**config.mk**
```make
export PLATFORM = sky130hd
export DESIGN_NAME = ring_buffer_scroll_addresser_core
export DESIGN_NICKNAME = d
export VERILOG_FILES = /design/src/rtl/rbsa_pkg.sv /design/src/rtl/ring_buffer_scroll_addresser_core.sv
export VERILOG_INCLUDE_DIRS = /design/src /design/src/rtl
export SDC_FILE = /design/constraint.sdc
export NUM_CORES = 1
export LEC_CHECK = 0
export ABC_AREA = 1
export CAP_MARGIN = 20
export CORE_MARGIN = 3
export CORE_UTILIZATION = 45
export CTS_CLUSTER_SIZE = 12
export DETAILED_ROUTE_END_ITERATION = 10
export DONT_BUFFER_PORTS = 1
export HOLD_SLACK_MARGIN = 0.05
export PLACE_DENSITY = 0.7
export SKIP_LAST_GASP = 1
export SLEW_MARGIN = 20
export SYNTH_ARGS = -nofsm -noshare
export SYNTH_HDL_FRONTEND = slang
export SYNTH_SLANG_ARGS = --single-unit
```
**constraint.sdc**
```tcl
create_clock -name aclk -period 14.2 [get_ports aclk]
set_input_delay 0.71 -clock aclk [delete_from_list [all_inputs] [get_ports aclk]]
set_output_delay 0.71 -clock aclk [all_outputs]
set_load 0.005 [all_outputs]
```
**src/rtl/ring_buffer_scroll_addresser_core_macros.svh**
```systemverilog
// Assertion macros shared by the ring buffer scroll addresser RTL.
`ifndef RING_BUFFER_SCROLL_ADDRESSER_CORE_MACROS_SVH
`define RING_BUFFER_SCROLL_ADDRESSER_CORE_MACROS_SVH

// Same-cycle implication, disabled while reset is asserted.
`define RBSA_ASSERT_IMP(name, clk, rst_n, ante, cons, msg) \
    name: assert property (@(posedge clk) disable iff (!rst_n) (ante) |-> (cons)) \
        else $error(msg);

// Next-cycle implication, disabled while reset is asserted.
`define RBSA_ASSERT_NEXT(name, clk, rst_n, ante, cons, msg) \
    name: assert property (@(posedge clk) disable iff (!rst_n) (ante) |=> (cons)) \
        else $error(msg);

`endif

```
**src/rtl/rbsa_pkg.sv**
```systemverilog
// Types, codes and default sizes for the ring buffer scroll addresser.
package rbsa_pkg;

    // Default sizes handed to the top-level parameters.
    localparam int DEF_ADDR_BITS      = 16;
    localparam int DEF_MAX_HEIGHT     = 1024;
    localparam int DEF_MAX_LINE_BYTES = 128;

    // Fixed field widths.
    localparam int OP_W      = 2;
    localparam int POS_W     = 12;
    localparam int PAT_W     = 16;
    localparam int BYTE_W    = 8;
    localparam int CMD_W     = 2;
    localparam int EDGE_W    = 13;
    localparam int MADDR_W   = 16;
    localparam int PLANE_W   = 32;
    localparam int FBASE_W   = 16;
    localparam int SIZE_W    = 11;
    localparam int CFG_IDX_W = 3;
    localparam int CFG_DAT_W = 32;

    // Input operations.
    localparam logic [OP_W-1:0] OP_DRAW   = 2'd0;
    localparam logic [OP_W-1:0] OP_CLEAR  = 2'd1;
    localparam logic [OP_W-1:0] OP_BOTTOM = 2'd2;
    localparam logic [OP_W-1:0] OP_TOP    = 2'd3;

    // Result commands.
    localparam logic [CMD_W-1:0] CMD_DRAW  = 2'd0;
    localparam logic [CMD_W-1:0] CMD_CLEAR = 2'd1;
    localparam logic [CMD_W-1:0] CMD_WRITE = 2'd2;

    // Configuration register indexes.
    localparam logic [CFG_IDX_W-1:0] REG_FONT_BASE    = 3'd0;
    localparam logic [CFG_IDX_W-1:0] REG_IMAGE_WIDTH  = 3'd1;
    localparam logic [CFG_IDX_W-1:0] REG_IMAGE_HEIGHT = 3'd2;
    localparam logic [CFG_IDX_W-1:0] REG_COLOR_CODE   = 3'd3;
    localparam logic [CFG_IDX_W-1:0] REG_WRITE_ENABLE = 3'd4;

    // Configuration reset values.
    localparam logic [FBASE_W-1:0] RST_FONT_BASE    = 16'd0;
    localparam logic [SIZE_W-1:0]  RST_IMAGE_WIDTH  = 11'd8;
    localparam logic [SIZE_W-1:0]  RST_IMAGE_HEIGHT = 11'd1;
    localparam logic [PLANE_W-1:0] RST_COLOR_CODE   = 32'd0;
    localparam logic [PLANE_W-1:0] RST_WRITE_ENABLE = 32'd0;

    typedef struct packed {
        logic [CMD_W-1:0]   command;
        logic [EDGE_W-1:0]  x_start;
        logic [EDGE_W-1:0]  y_start;
        logic [EDGE_W-1:0]  x_end;
        logic [EDGE_W-1:0]  y_end;
        logic [MADDR_W-1:0] memory_address;
        logic [BYTE_W-1:0]  write_data;
        logic [PLANE_W-1:0] plane_color;
        logic [PLANE_W-1:0] plane_enable;
        logic               last;
    } result_t;

endpackage

```
**src/rtl/ring_buffer_scroll_addresser_core.sv**
```systemverilog
// Ring buffer scroll addresser: line-ring pointer update and command generation.
//
//  Channel  | Direction | Handshake                  | Payload
//  ---------+-----------+----------------------------+----------------------------------
//  s_       | in        | s_valid / s_ready          | operation, position, pattern, byte
//  m_       | out       | m_valid / m_ready          | one or two commands per item, last
//  cfg_     | in        | cfg_valid / cfg_ready      | register index and write data
//
// An item is turned into its first result in the cycle it is accepted; the result
// register shows it from the next cycle. A draw with a non-empty base block gives a
// second result, queued behind the first, and s_ready is low while that result waits.
// Otherwise one item per cycle is taken while m_ready stays high; a stall on m_
// holds s_ready low once the result register is full. After reset, and after a
// write to font_base, image_width or image_height, a set-up pass rebuilds the
// ring pointers, with s_ready low. aresetn is synchronous and active low.
`include "ring_buffer_scroll_addresser_core_macros.svh"

module ring_buffer_scroll_addresser_core #(
    parameter int ADDR_BITS      = rbsa_pkg::DEF_ADDR_BITS,
    parameter int MAX_HEIGHT     = rbsa_pkg::DEF_MAX_HEIGHT,
    parameter int MAX_LINE_BYTES = rbsa_pkg::DEF_MAX_LINE_BYTES
) (
    input  logic                            aclk,
    input  logic                            aresetn,

    input  logic                            s_valid,
    output logic                            s_ready,
    input  logic [rbsa_pkg::OP_W-1:0]       s_operation,
    input  logic [rbsa_pkg::POS_W-1:0]      s_pos_x,
    input  logic [rbsa_pkg::POS_W-1:0]      s_pos_y,
    input  logic [rbsa_pkg::PAT_W-1:0]      s_pattern_address,
    input  logic [rbsa_pkg::BYTE_W-1:0]     s_line_byte,

    output logic                            m_valid,
    input  logic                            m_ready,
    output logic [rbsa_pkg::CMD_W-1:0]      m_command,
    output logic [rbsa_pkg::EDGE_W-1:0]     m_x_start,
    output logic [rbsa_pkg::EDGE_W-1:0]     m_y_start,
    output logic [rbsa_pkg::EDGE_W-1:0]     m_x_end,
    output logic [rbsa_pkg::EDGE_W-1:0]     m_y_end,
    output logic [rbsa_pkg::MADDR_W-1:0]    m_memory_address,
    output logic [rbsa_pkg::BYTE_W-1:0]     m_write_data,
    output logic [rbsa_pkg::PLANE_W-1:0]    m_plane_color,
    output logic [rbsa_pkg::PLANE_W-1:0]    m_plane_enable,
    output logic                            m_last,

    input  logic                            cfg_valid,
    output logic                            cfg_ready,
    input  logic [rbsa_pkg::CFG_IDX_W-1:0]  cfg_index,
    input  logic [rbsa_pkg::CFG_DAT_W-1:0]  cfg_data
);
    import rbsa_pkg::*;

    // Widths that follow from the size limits.
    localparam int H_BITS  = $clog2(MAX_HEIGHT + 1);
    localparam int LB_BITS = $clog2(MAX_LINE_BYTES + 1);
    localparam int EW_BITS = $clog2(MAX_LINE_BYTES * 8 + 1);
    localparam int SPAN_W  = H_BITS + LB_BITS;
    // Comparison widths for clamping the 11-bit size registers.
    localparam int WCMP_W  = 12;
    localparam int HCMP_W  = 13;

    // Configuration registers.
    logic [FBASE_W-1:0] font_base_reg;
    logic [SIZE_W-1:0]  image_width_reg;
    logic [SIZE_W-1:0]  image_height_reg;
    logic [PLANE_W-1:0] color_code_reg;
    logic [PLANE_W-1:0] write_enable_reg;

    // Ring state.
    logic [ADDR_BITS-1:0] ring_start_reg, ring_start_next;
    logic [ADDR_BITS-1:0] ring_top_reg, ring_top_next;
    logic [LB_BITS-1:0]   line_bytes_reg, line_bytes_next;
    logic [H_BITS-1:0]    start_lines_reg, start_lines_next;
    logic [H_BITS-1:0]    base_lines_reg, base_lines_next;
    logic [LB_BITS-1:0]   byte_index_reg, byte_index_next;
    logic                 init_pending_reg, init_pending_next;

    // Result registers: the shown result and a second one queued behind it.
    result_t out_reg, out_next;
    result_t second_reg, second_next;
    logic    out_valid_reg, out_valid_next;
    logic    second_valid_reg, second_valid_next;

    // Handshakes.
    logic accept_in;
    logic take_out;
    logic cfg_write;
    logic geom_write;

    // Effective sizes and set-up values.
    logic [EW_BITS-1:0]   eff_width;
    logic [H_BITS-1:0]    eff_height;
    logic [EW_BITS:0]     width_round;
    logic [LB_BITS-1:0]   init_line_bytes;
    logic [SPAN_W-1:0]    init_span;
    logic [ADDR_BITS-1:0] font_addr;

    // Per-item working values.
    logic                 line_op;
    logic                 first_byte;
    logic [ADDR_BITS-1:0] line_step;
    logic [ADDR_BITS-1:0] step_start;
    logic [H_BITS-1:0]    step_start_lines;
    logic [H_BITS-1:0]    step_base_lines;
    logic [ADDR_BITS-1:0] write_addr;
    logic [LB_BITS-1:0]   byte_index_inc;
    logic [EDGE_W-1:0]    edge_x_end;
    logic [EDGE_W-1:0]    edge_y_top;
    logic [EDGE_W-1:0]    edge_y_split;
    result_t              res_first;
    result_t              res_second;
    logic                 res_two;

    assign cfg_ready  = 1'b1;
    assign cfg_write  = cfg_valid && cfg_ready;
    assign geom_write = cfg_write && (cfg_index == REG_FONT_BASE ||
                                      cfg_index == REG_IMAGE_WIDTH ||
                                      cfg_index == REG_IMAGE_HEIGHT);

    // The result register frees up when it is empty, or when its item leaves this
    // cycle and no second result is queued behind it.
    assign s_ready   = !init_pending_reg &&
                       (!out_valid_reg || (m_ready && !second_valid_reg));
    assign accept_in = s_valid && s_ready;
    assign take_out  = out_valid_reg && m_ready;

    // Width and height are clamped to at least one and to the size limits.
    always_comb begin
        if (image_width_reg == '0) begin
            eff_width = EW_BITS'(1);
        end else if (WCMP_W'(image_width_reg) > WCMP_W'(MAX_LINE_BYTES * 8)) begin
            eff_width = EW_BITS'(MAX_LINE_BYTES * 8);
        end else begin
            eff_width = EW_BITS'(image_width_reg);
        end

        if (image_height_reg == '0) begin
            eff_height = H_BITS'(1);
        end else if (HCMP_W'(image_height_reg) > HCMP_W'(MAX_HEIGHT)) begin
            eff_height = H_BITS'(MAX_HEIGHT);
        end else begin
            eff_height = H_BITS'(image_height_reg);
        end
    end

    assign width_round     = {1'b0, eff_width} + (EW_BITS + 1)'(7);
    assign init_line_bytes = LB_BITS'(width_round >> 3);
    assign init_span       = {{LB_BITS{1'b0}}, eff_height} *
                             {{H_BITS{1'b0}}, init_line_bytes};
    assign font_addr       = ADDR_BITS'(font_base_reg);

    // Rectangle edges wrap at the edge width.
    assign edge_x_end   = EDGE_W'(s_pos_x) + EDGE_W'(eff_width) - EDGE_W'(1);
    assign edge_y_top   = EDGE_W'(s_pos_y) + EDGE_W'(eff_height) - EDGE_W'(1);
    assign edge_y_split = EDGE_W'(s_pos_y) + EDGE_W'(start_lines_reg);

    // Pointer movement on the first byte of a new line.
    assign line_op    = (s_operation == OP_BOTTOM) || (s_operation == OP_TOP);
    assign first_byte = (byte_index_reg == '0);
    assign line_step  = ADDR_BITS'(line_bytes_reg);

    always_comb begin
        step_start       = ring_start_reg;
        step_start_lines = start_lines_reg;
        step_base_lines  = base_lines_reg;
        if (first_byte) begin
            if (s_operation == OP_BOTTOM) begin
                // A line added below: the start block grows downwards through
                // memory, wrapping from the region base to its top.
                if (base_lines_reg == '0) begin
                    step_start_lines = H_BITS'(1);
                    step_base_lines  = eff_height - H_BITS'(1);
                    step_start       = ring_top_reg - line_step;
                end else begin
                    step_start_lines = start_lines_reg + H_BITS'(1);
                    step_base_lines  = base_lines_reg - H_BITS'(1);
                    step_start       = ring_start_reg - line_step;
                end
            end else begin
                // A line added on top: the start block shrinks upwards until it
                // wraps back to the region base as one whole block.
                if (start_lines_reg <= H_BITS'(1)) begin
                    step_start_lines = eff_height;
                    step_base_lines  = '0;
                    step_start       = font_addr;
                end else begin
                    step_start_lines = start_lines_reg - H_BITS'(1);
                    step_base_lines  = base_lines_reg + H_BITS'(1);
                    step_start       = ring_start_reg + line_step;
                end
            end
        end
    end

    assign write_addr     = step_start + ADDR_BITS'(byte_index_reg);
    assign byte_index_inc = byte_index_reg + LB_BITS'(1);

    // Results of the item at the input.
    always_comb begin
        res_first  = '0;
        res_second = '0;
        res_two    = 1'b0;
        case (s_operation)
            OP_DRAW: begin
                res_two                     = (base_lines_reg != '0);
                res_first.command           = CMD_DRAW;
                res_first.x_start           = EDGE_W'(s_pos_x);
                res_first.y_start           = EDGE_W'(s_pos_y);
                res_first.x_end             = edge_x_end;
                res_first.y_end             = edge_y_split - EDGE_W'(1);
                res_first.memory_address    = MADDR_W'(ring_start_reg);
                res_first.plane_color       = color_code_reg;
                res_first.plane_enable      = write_enable_reg;
                res_first.last              = !res_two;
                res_second.command          = CMD_DRAW;
                res_second.x_start          = EDGE_W'(s_pos_x);
                res_second.y_start          = edge_y_split;
                res_second.x_end            = edge_x_end;
                res_second.y_end            = edge_y_top;
                res_second.memory_address   = MADDR_W'(font_addr);
                res_second.plane_color      = color_code_reg;
                res_second.plane_enable     = write_enable_reg;
                res_second.last             = 1'b1;
            end
            OP_CLEAR: begin
                res_first.command           = CMD_CLEAR;
                res_first.x_start           = EDGE_W'(s_pos_x);
                res_first.y_start           = EDGE_W'(s_pos_y);
                res_first.x_end             = edge_x_end;
                res_first.y_end             = edge_y_top;
                res_first.memory_address    = s_pattern_address;
                res_first.plane_color       = ~color_code_reg;
                res_first.plane_enable      = write_enable_reg;
                res_first.last              = 1'b1;
            end
            default: begin
                res_first.command           = CMD_WRITE;
                res_first.memory_address    = MADDR_W'(write_addr);
                res_first.write_data        = s_line_byte;
                res_first.last              = 1'b1;
            end
        endcase
    end

    // Next state of the ring.
    always_comb begin
        ring_start_next   = ring_start_reg;
        ring_top_next     = ring_top_reg;
        line_bytes_next   = line_bytes_reg;
        start_lines_next  = start_lines_reg;
        base_lines_next   = base_lines_reg;
        byte_index_next   = byte_index_reg;
        init_pending_next = geom_write;

        if (init_pending_reg) begin
            ring_start_next  = font_addr;
            ring_top_next    = font_addr + ADDR_BITS'(init_span);
            line_bytes_next  = init_line_bytes;
            start_lines_next = eff_height;
            base_lines_next  = '0;
            byte_index_next  = '0;
        end else if (accept_in && line_op) begin
            ring_start_next  = step_start;
            start_lines_next = step_start_lines;
            base_lines_next  = step_base_lines;
            byte_index_next  = (byte_index_inc >= line_bytes_reg) ? '0 : byte_index_inc;
        end
    end

    // Next state of the result registers.
    always_comb begin
        out_next          = out_reg;
        second_next       = second_reg;
        out_valid_next    = out_valid_reg;
        second_valid_next = second_valid_reg;
        if (accept_in) begin
            out_next          = res_first;
            second_next       = res_second;
            out_valid_next    = 1'b1;
            second_valid_next = res_two;
        end else if (take_out) begin
            if (second_valid_reg) begin
                out_next          = second_reg;
                second_valid_next = 1'b0;
            end else begin
                out_valid_next    = 1'b0;
            end
        end
    end

    // Configuration registers.
    always_ff @(posedge aclk) begin
        if (!aresetn) begin
            font_base_reg    <= RST_FONT_BASE;
            image_width_reg  <= RST_IMAGE_WIDTH;
            image_height_reg <= RST_IMAGE_HEIGHT;
            color_code_reg   <= RST_COLOR_CODE;
            write_enable_reg <= RST_WRITE_ENABLE;
        end else if (cfg_write) begin
            case (cfg_index)
                REG_FONT_BASE:    font_base_reg    <= FBASE_W'(cfg_data);
                REG_IMAGE_WIDTH:  image_width_reg  <= SIZE_W'(cfg_data);
                REG_IMAGE_HEIGHT: image_height_reg <= SIZE_W'(cfg_data);
                REG_COLOR_CODE:   color_code_reg   <= cfg_data;
                REG_WRITE_ENABLE: write_enable_reg <= cfg_data;
                default: begin
                end
            endcase
        end
    end

    // Ring state and control. Reset leaves a set-up pass pending, which loads the
    // ring from the reset configuration.
    always_ff @(posedge aclk) begin
        if (!aresetn) begin
            ring_start_reg   <= '0;
            ring_top_reg     <= '0;
            line_bytes_reg   <= '0;
            start_lines_reg  <= '0;
            base_lines_reg   <= '0;
            byte_index_reg   <= '0;
            init_pending_reg <= 1'b1;
            out_valid_reg    <= 1'b0;
            second_valid_reg <= 1'b0;
        end else begin
            ring_start_reg   <= ring_start_next;
            ring_top_reg     <= ring_top_next;
            line_bytes_reg   <= line_bytes_next;
            start_lines_reg  <= start_lines_next;
            base_lines_reg   <= base_lines_next;
            byte_index_reg   <= byte_index_next;
            init_pending_reg <= init_pending_next;
            out_valid_reg    <= out_valid_next;
            second_valid_reg <= second_valid_next;
        end
    end

    // Result payload.
    always_ff @(posedge aclk) begin
        out_reg    <= out_next;
        second_reg <= second_next;
    end

    assign m_valid          = out_valid_reg;
    assign m_command        = out_reg.command;
    assign m_x_start        = out_reg.x_start;
    assign m_y_start        = out_reg.y_start;
    assign m_x_end          = out_reg.x_end;
    assign m_y_end          = out_reg.y_end;
    assign m_memory_address = out_reg.memory_address;
    assign m_write_data     = out_reg.write_data;
    assign m_plane_color    = out_reg.plane_color;
    assign m_plane_enable   = out_reg.plane_enable;
    assign m_last           = out_reg.last;

    // The two blocks always cover the whole image height.
    `RBSA_ASSERT_IMP(a_blocks_cover_height, aclk, aresetn, !init_pending_reg,
        (H_BITS + 1)'(start_lines_reg) + (H_BITS + 1)'(base_lines_reg) ==
        (H_BITS + 1)'(eff_height), "start and base blocks do not cover the image")

    // The byte position stays inside the current line.
    `RBSA_ASSERT_IMP(a_byte_index_in_line, aclk, aresetn, !init_pending_reg,
        byte_index_reg < line_bytes_reg, "byte index outside the line")

    // A queued second result only ever sits behind a shown first result.
    `RBSA_ASSERT_IMP(a_second_behind_first, aclk, aresetn, second_valid_reg,
        out_valid_reg && !out_reg.last, "second result queued without its first")

    // A shown result that is not taken stays in place.
    `RBSA_ASSERT_NEXT(a_result_held, aclk, aresetn, out_valid_reg && !m_ready,
        out_valid_reg && $stable(out_reg), "result changed while stalled")

endmodule

```
======== Word-level counts from Yosys, hierarchy flattened ========
Cells that the tools add are included.
storage, ports and cells
  bits in registers ....................... 453
  bits in latches ......................... 0
  RAM bits ................................ 0
  memory bits (read-only) ................. 0
  output and inout bits ................... 146
  memories kept ........................... 0
operators by class
  $add $sub $neg .......................... 18
  multipliers ............................. 1
  div/mod/pow operators ................... 0
  $lt $le $gt $ge ......................... 4
  eq/ne operators ......................... 8
  shifts and indexed selects .............. 0
  muxes and demuxes ....................... 36
  bitwise operators ....................... 2
  reduce and logical (&&, ||, !) cells .... 36
operator list
  operator               number
  $mux 143               3
  $mux 11                13
  $pmux 64 s2            1
  $pmux 51 s2            1
  $mux 16                6
  $add 12x11->13         3
  $sub 13x1->13 const B  3
  $logic_not 11->1       3
  $sub 11x1->11 const B  3
  $add 16x8->16          2
  $not 32->32            1
  $pmux 16 s2            1
  $sub 16x8->16          2
  $add 11x1->11 const B  2
  $gt 11x11->1 const B   2
  $reduce_and 2->1       9
  $add 16x16->16         1
  $mul 11x8->16          1
  $mux 8                 2
  $add 11x3->11 const B  1
  $le 11x1->1 const B    1
  $reduce_bool 11->1     1
  $add 8x1->8 const B    1
  $ge 8x8->1             1
  other kinds (17)       41

======== Logic depth before layout (Yosys ltp) ========
Gate-level depths: netlist of the first run.
  depth after elaboration ................. 8
  depth in mapped cells ................... 39
  gate-level depth less buffers ........... 39

======== Least setup slack after synthesis of the first run ========
Ideal clock, no wire load.
  path type ............................... input port to flip-flop
  from .................................... in m_ready
  to ...................................... reg out_reg, in the netlist m_command[0], enable pin
  setup time .............................. 0.840 ns
  arrival time ............................ 10.690 ns
  slack ................................... 2.671 ns
  stages on the path ...................... 2
  cells stage by stage .................... nand2_1 -> o21ai_0
between the ends
  cells in the longest elaborated chain, start to end .. 6
  elaborated cells between the ends (all ways) .. 8
ends and longest elaborated chain
  item                          line                                      text
  start, declared               ring_buffer_scroll_addresser_core.sv:35   input logic m_ready,
  $logic_and 1x1->1             ring_buffer_scroll_addresser_core.sv:124  (!out_valid_reg || (m_ready && !second_valid_reg));
  $logic_or 1x1->1              ring_buffer_scroll_addresser_core.sv:124
  $logic_and 1x1->1             ring_buffer_scroll_addresser_core.sv:123  assign s_ready = !init_pending_reg &&
  $logic_and 1x1->1             ring_buffer_scroll_addresser_core.sv:125  assign accept_in = s_valid && s_ready;
  $reduce_bool 2->1 (no line)   n/a
  $reduce_and 2->1 (no line) *  n/a
  end signal, assigned          ring_buffer_scroll_addresser_core.sv:341  out_reg <= out_next;
  end, declared                 ring_buffer_scroll_addresser_core.sv:80   result_t out_reg, out_next;
Every way passes the cells marked *; elsewhere a longest branch is shown, timed or not.
A chain may end at the register's enable or synchronous reset.

======== Final worst setup path of the first run ========
  from .................................... reg image_width_reg[1]
  to ...................................... reg ring_top_reg[13]
between the ends
  cells in the longest elaborated chain, start to end .. 6
  elaborated cells between the ends (all ways) .. 7
ends and longest elaborated chain
  item                    line                                      text
  start, declared         ring_buffer_scroll_addresser_core.sv:65   logic [SIZE_W-1:0] image_width_reg;
  start signal, assigned  ring_buffer_scroll_addresser_core.sv:303  REG_IMAGE_WIDTH: image_width_reg <= SIZE_W'(cfg_data);
  $gt 11x11->1            ring_buffer_scroll_addresser_core.sv:132  end else if (WCMP_W'(image_width_reg) > WCMP_W'(MAX_LINE_BYTES * 8)) begin
  $mux 11                 ring_buffer_scroll_addresser_core.sv:132
  $mux 11 *               ring_buffer_scroll_addresser_core.sv:130  if (image_width_reg == '0) begin
  $add 11x3->11 *         ring_buffer_scroll_addresser_core.sv:147  assign width_round = {1'b0, eff_width} + (EW_BITS + 1)'(7);
  $mul 11x8->16 *         ring_buffer_scroll_addresser_core.sv:149  assign init_span = {{LB_BITS{1'b0}}, eff_height} *
  $add 16x16->16 *        ring_buffer_scroll_addresser_core.sv:258  ring_top_next = font_addr + ADDR_BITS'(init_span);
  end signal, assigned    ring_buffer_scroll_addresser_core.sv:328  ring_top_reg <= ring_top_next;
  end, declared           ring_buffer_scroll_addresser_core.sv:72   logic [ADDR_BITS-1:0] ring_top_reg, ring_top_next;
Marked as above.

==> metrics.cfg, run 1 <==
[grt]
grt_util_met3_pct = 5.997
gr-total-overflow = 0
grt_max_degree = 136
grt_pass1_vias = 20140
use_met2_pct = 38.02
grt.busiest_layer = met2
antenna_found_initial = 3
grt_pass1_wl_mm = 116.8
grt_use_met1_pct = 34.47
track_usage_pct = 24.70

[placed_design]
placed_cell_area_um2 = 26860
port_buffers = 0
place_congestion = 0.9334
place_hpwl_mm = 53.70

[yosys]
yosys_warnings = 0
synthArstFlopShare_pct = 0
synth_area_per_cell_um2 = 8.298
ys.flop_type = edfxtp_1
synth.distinct_cells = 57
syn_nets = 3440
synth_seq_area_share_pct = 44.84
netlist_area_um2 = 26170
ys_seq_elements = 449
synth-edff-count = 274
synthCells = 3153

[clocking]
worstSkewPairLatency_ns = 0.61
hold_buffers = 0
cts_tree = yes
htree_num_levels = 2
post_cts_resize_count = 0
root_buffer = clkbuf_16
clockBufferDepth = 3
cts_buffers = 48
cts_setup_buffers = 0
clkTransAtPathRegs_ns = 0.06
clock_sinks = 449

[timing]
slew_viol_final = 0
worstMarginPinSlew_ns = 0.9972
fin_skew_ns = 0.02368
finalSetupViolCount = 0
fin_crit_sh_pct = 43.08
rsz0062_at_grt = no
hold_violations = 0
maxSlewHeadroom_pct = 33.45
min_period_ns = 6.118
tns_ns = 0
max_clock_freq_mhz = 163.5

[critical_path]
crit_type = reg -> reg
critical_path_arrival_ns = 6.56
cp.required_ns = 14.65
crit_top_cell = inv_1
start_kind = flop
worst_setup_path_end_kind = flop
crit_path_top_delay_cell = fa_1
cp_max_fo = 9
cpPeakStageDelay_ns = 0.57

[floorplan]
fp.dieH_um = 247.1
placeableCoreArea_um2 = 56930
io_pins = 236
die_x_um = 247.1
fp.dieArea_um2 = 61070
initial_core_util_pct = 45.96
rows = 87

[power_and_ir_drop]
total_power_uw = 3258
comb_power_share_pct = 17.0
p_int_uw = 2311
p_per_area_nw_per_um2 = 114.8
leakage_uw = 0.01230
ir_drop_mv = 0.1038
p_sw_share_pct = 29.05
power_frac_clock_pct = 37.3
p_seq_share_pct = 45.7
p_switching_uw = 946.3

[min_path]
hold_path_class = in -> reg

[layout]
drive_gt1_share_pct = 5.307
area_delta_synth_final_pct = 8.421
largest_reg_flops = 132
layout_common_cells = 615 x nand2_1, 498 x inv_1, 364 x nor2_1
fill_cells = 5425
final_common_cell = nand2_1
nets = 3395
fin_area_um2 = 28370

[detailed_routing]
route.vias.total = 21350
viasPerCell = 5.468
wl_per_cell_um = 19.30
drc_errors = 0
firstDrtPassIters = 5
drtIter0Drc = 1887
totalWireLength_mm = 75.35
ant_nets = 0

[status]
status = finished clean

[flow_run]
maxCapViolations = 0

-- critical path: cells and delay by family (launching register included) --
family	cells	cell delay, ns
compound gates	6	0.77
fa+ha+maj	5	2.38
buf+inv	9	0.57
flops	1	0.32
simple gates	15	1.92
-- cell type report --
class                           instances  area [um^2]  area share (%)
Timing Repair Buffer                   21        182.7          0.6439
Tap cell                              756        945.9           3.334
Clock inverter                         16        165.2          0.5822
Inverter                              519         1954           6.889
Clock buffer                           73         1335           4.706
Sequential cell                       449        11730           41.35
Multi-Input combinational cell       2069        12050           42.47
Antenna cell                            2        5.005         0.01764
-- power groups by stage --
| stage | combinational [uW] | sequential, uW | clock [uW] |
|---|---|---|---|
| 5_1_grt | 625 | 1490 | 1280 |
| 3_3_place_gp | 537 | 1510 | 0 |
| 2_1_floorplan | 418 | 1510 | 0 |
| 3_5_place_dp | 543 | 1510 | 0 |
| 4_1_cts | 546 | 1490 | 1230 |
| 6_report | 554 | 1490 | 1220 |
-- cells in the mapped netlist (18+ instances only) --
master    instances  area share (%)
xor2_1           47             1.6
ha_1            125             6.0
a31oi_1          20            0.48
inv_1           499             7.2
fa_1             72             5.5
o21ai_0         292             5.6
nand3_1          88             1.7
nor2_1          368             5.3
a221oi_1         18            0.60
o22ai_1          22            0.53
clkbuf_1         93             1.3
nand2_1         616             8.8
xnor2_1          20            0.67
dfxtp_1         175              13
edfxtp_1        274              31
a21oi_1         176             3.4
nand4_1          26            0.62
-- final timing paths --
| path | slack (ns) | startpoint | cells past startpoint | endpoint |
|---|---|---|---|---|
| max | 8.08 | image_width_reg[1] | 35 | ring_top_reg[13] |
| min | 0.24 | cfg_data[3] | 2 | image_width_reg[3] |
| max reg2reg | 8.08 | image_width_reg[1] | 35 | ring_top_reg[13] |
| min reg2reg | 0.47 | write_enable_reg[3] | 2 | write_enable_reg[3] |
-- stage by stage --
| stage | util (%) | hold slack (ns) | setup slack, ns | cells |
|---|---|---|---|---|
| floorplan | - | 0.4190 | 2.671 | 3153 |
| global placement | 47.18 | 0.4387 | 8.259 | 3814 |
| detailed placement | 47.18 | 0.4563 | 8.181 | 3814 |
| CTS | 49.82 | 0.2073 | 8.159 | 3903 |
| global route | 49.82 | 0.2392 | 7.482 | 3903 |
| finish | 49.83 | 0.2408 | 8.082 | 3905 |
-- layer usage --
metal	vias up	part of all wire, %	wire length, um
li1	10210	-	-
met3	119	10	7704
met4	2	2.6	1962
met2	939	44	32840
met1	10080	44	32780
met5	-	0.077	58
-- kinds of logic after synthesis --
group	after synthesis	synth area share, %
flip-flops	449	44.84
XOR/XNOR	68	2.305
AND/OR/NAND/NOR	1180	18.72
buffers and inverters	635	9.263
AO/OA/AOI/OAI	622	13.37
other	2	0.02870
adder cells (fa/ha/maj)	197	11.49
Note: power is estimated with default switching activity, not from simulation.
==> inputs of run 2 (changes only) <==
--- a/config.mk
+++ b/config.mk
@@ -6,7 +6,7 @@
 export SDC_FILE = /design/constraint.sdc
 export NUM_CORES = 1
 export LEC_CHECK = 0
-export ABC_AREA = 1
+export ABC_AREA = 0
 export CAP_MARGIN = 20
 export CORE_MARGIN = 3
 export CORE_UTILIZATION = 45
@@ -14,7 +14,7 @@
 export DETAILED_ROUTE_END_ITERATION = 10
 export DONT_BUFFER_PORTS = 1
 export HOLD_SLACK_MARGIN = 0.05
-export PLACE_DENSITY = 0.7
+export PLACE_DENSITY = 0.72
 export SKIP_LAST_GASP = 1
 export SLEW_MARGIN = 20
 export SYNTH_ARGS = -nofsm -noshare
==> constraint.sdc (replaced) <==
create_clock -name aclk -period 5.6 [get_ports aclk]
set_input_delay 0.28 -clock aclk [delete_from_list [all_inputs] [get_ports aclk]]
set_output_delay 0.28 -clock aclk [all_outputs]
set_load 0.005 [all_outputs]
==> run 2 against run 1 <==
- via count grew 0.80%
- first-iteration DRC count grew 0.11%
- clock power grew to 2.6 times the previous value
- flip-flop and latch count is the same
- fmax grew 12%
- critical path type unchanged
- largest power group unchanged
==> metrics.cfg, run 2 <==
[clocking]
clock_sinks = 449
cts_buffers = 48
root_buffer = clkbuf_16
cts_tree = yes
worstSkewPairLatency_ns = 0.61
clkTransAtPathRegs_ns = 0.06
clockBufferDepth = 3
htree_num_levels = 2

[min_path]
holdPathStages = 3
hold_path_class = in -> reg

[placed_design]
place_hpwl_mm = 54.99
place_congestion = 0.9518
port_buffers = 0
post-place-ws_ns = -0.08588

[yosys]
synth_xor_area_share_pct = 4.144
synthTopCellsByCount = 514 x nand2_1, 274 x edfxtp_1, 222 x nor2_1, 212 x inv_1, 195 x a21oi_1
synthAdderAreaFrac_pct = 11.20
yosys_warnings = 0
synth-compound-area-share_pct = 14.13
synthCells = 2900
synth_seq_area_share_pct = 43.70
synth_top_area_cell = edfxtp_1
netlist_area_um2 = 26840
synth.distinct_cells = 86
synthArstFlopShare_pct = 0
ys_seq_elements = 449
synth_area_per_cell_um2 = 9.256
syn_nets = 3187
ys.flop_type = edfxtp_1
synth_area_leaders = edfxtp_1 31%, dfxtp_1 13%, nand2_1 7.2%
yosysMostFrequentCell = nand2_1
synth.top_cell.area_share_pct = 30.65
synth-simple-area-share_pct = 19.59
muxShareOfSynthArea_pct = 1.613
synth-edff-count = 274
synth_top_family_by_area = simple AND/OR/NAND/NOR gates

[layout]
area_delta_synth_final_pct = 13.07
nets = 3229
largest_reg_flops = 132
post-route-util_pct = 52.01
final_common_cell = nand2_1
layout_common_cells = 510 x nand2_1, 274 x edfxtp_1, 218 x nor2_1
fill_cells = 5167
drive_gt1_share_pct = 7.215

[critical_path]
cp_max_fo = 7
worst_setup_path_end_kind = flop
critical_path_arrival_ns = 5.93
start_kind = flop
reg2reg_depth = 20
cp.required_ns = 6.07
crit_type = reg -> reg

[detailed_routing]
route.vias.total = 21520
ant_nets = 0
drtIter0Drc = 1889
firstDrtPassIters = 6
totalWireLength_mm = 79.38
viasPerCell = 5.741
wl_per_cell_um = 21.17
drc_errors = 0

[timing]
slew_viol_final = 0
fin_crit_sh_pct = 97.54
maxSlewHeadroom_pct = 25.48
setup_ws_ns = 0.1375
max_clock_freq_mhz = 183.1
rsz0062_at_grt = yes
worstMarginPinSlew_ns = 1.118
min_period_ns = 5.463
hold_violations = 0
fin_skew_ns = 0.02371
finalSetupViolCount = 0

[floorplan]
fp.dieArea_um2 = 62620
placeableCoreArea_um2 = 58360
fp.dieH_um = 250.2
io_pins = 236
rows = 88
initial_core_util_pct = 46.00
die_x_um = 250.2

[grt]
grt_pass1_vias = 20670
track_usage_pct = 24.54
grt_pass1_wl_mm = 121.5
antenna_found_initial = 4
grt_max_degree = 143
gr-total-overflow = 0

[power_and_ir_drop]
ir_drop_mv = 0.2593
leakage_uw = 0.01209
p_per_area_nw_per_um2 = 270.9
total_power_uw = 8223

[status]
status = finished clean

[flow_run]
maxCapViolations = 0

[run 2: layer usage]
metal | share of wire (%) | GRT usage (%)
met4 | 4.8 | 10.57
met2 | 46 | 39.04
met1 | 42 | 32.73
met3 | 7.6 | 4.745
met5 | 0 | 0
[run 2: power breakdown]
group          switching [uW]  internal [uW]  total, uW
registers                94.0           3650       3750
logic                     782            481       1260
clock network            1350           1860       3210
total                    2230           5990       8220
[run 2: worst max-delay path: stages (launching register included)]
cell and delay [ns]:
dfxtp_2 0.32, or4_4 0.55, nor4_4 0.19, buf_4 0.17
buf_4 0.10, nand3b_1 0.13, a21o_4 0.31, nor2_2 0.14
fa_1 0.45, fa_1 0.50, fa_1 0.56, inv_1 0.06
fa_1 0.58, inv_1 0.06, ha_1 0.30, buf_4 0.15
a31o_2 0.22, a21oi_1 0.17, a211o_1 0.16, xnor2_1 0.11
o21ai_0 0.09
[run 2: per-stage QoR]
step	instance area, um^2	hold WS (ns)	TNS [ns]	std cells
finish	30350	0.08018	0	3749
global route	30350	0.07486	-0.4513	3749
CTS	30190	0.05267	0	3741
detailed placement	27770	0.3822	-0.08588	3573
global placement	27770	0.3801	0	3573
floorplan	26840	0.4040	0	2900
[run 2: worst paths after layout]
path	from	to	slack [ns]
worst max register to register	image_width_reg[6]	ring_top_reg[15]	0.14
worst max-delay path	image_width_reg[6]	ring_top_reg[15]	0.14
worst min register to register	write_enable_reg[2]	write_enable_reg[2]	0.47
worst min-delay path	s_pos_y[0]	second_reg[115]	0.08
[run 2: layout make-up]
| cell class | count | area (um^2) | share of cell area [%] |
|---|---|---|---|
| Antenna cell | 4 | 10.01 | 0.03298 |
| Clock buffer | 71 | 1308 | 4.308 |
| Clock inverter | 17 | 255.2 | 0.8409 |
| Inverter | 219 | 827.0 | 2.725 |
| Multi-Input combinational cell | 2062 | 13740 | 45.28 |
| Sequential cell | 449 | 11730 | 38.66 |
| Tap cell | 765 | 957.2 | 3.153 |
| Timing Repair Buffer | 162 | 1518 | 5.000 |
[run 2: what timing repair did]
action / 4_1_cts / 5_1_grt
setup buffers: 0 / 2
endpoints found under the hold margin: 240 / 16
pin swaps: 0 / 5
gates resized for setup: 2 / 26
hold buffers: 80 / 1
endpoints found under the setup margin: 3 / 7
[run 2: cell families after synthesis]
family | Yosys count
fa+ha+maj | 197
mux | 43
buf+inv | 389
other cells | 2
xor+xnor | 127
flops | 449
compound gates | 572
simple gates | 1121
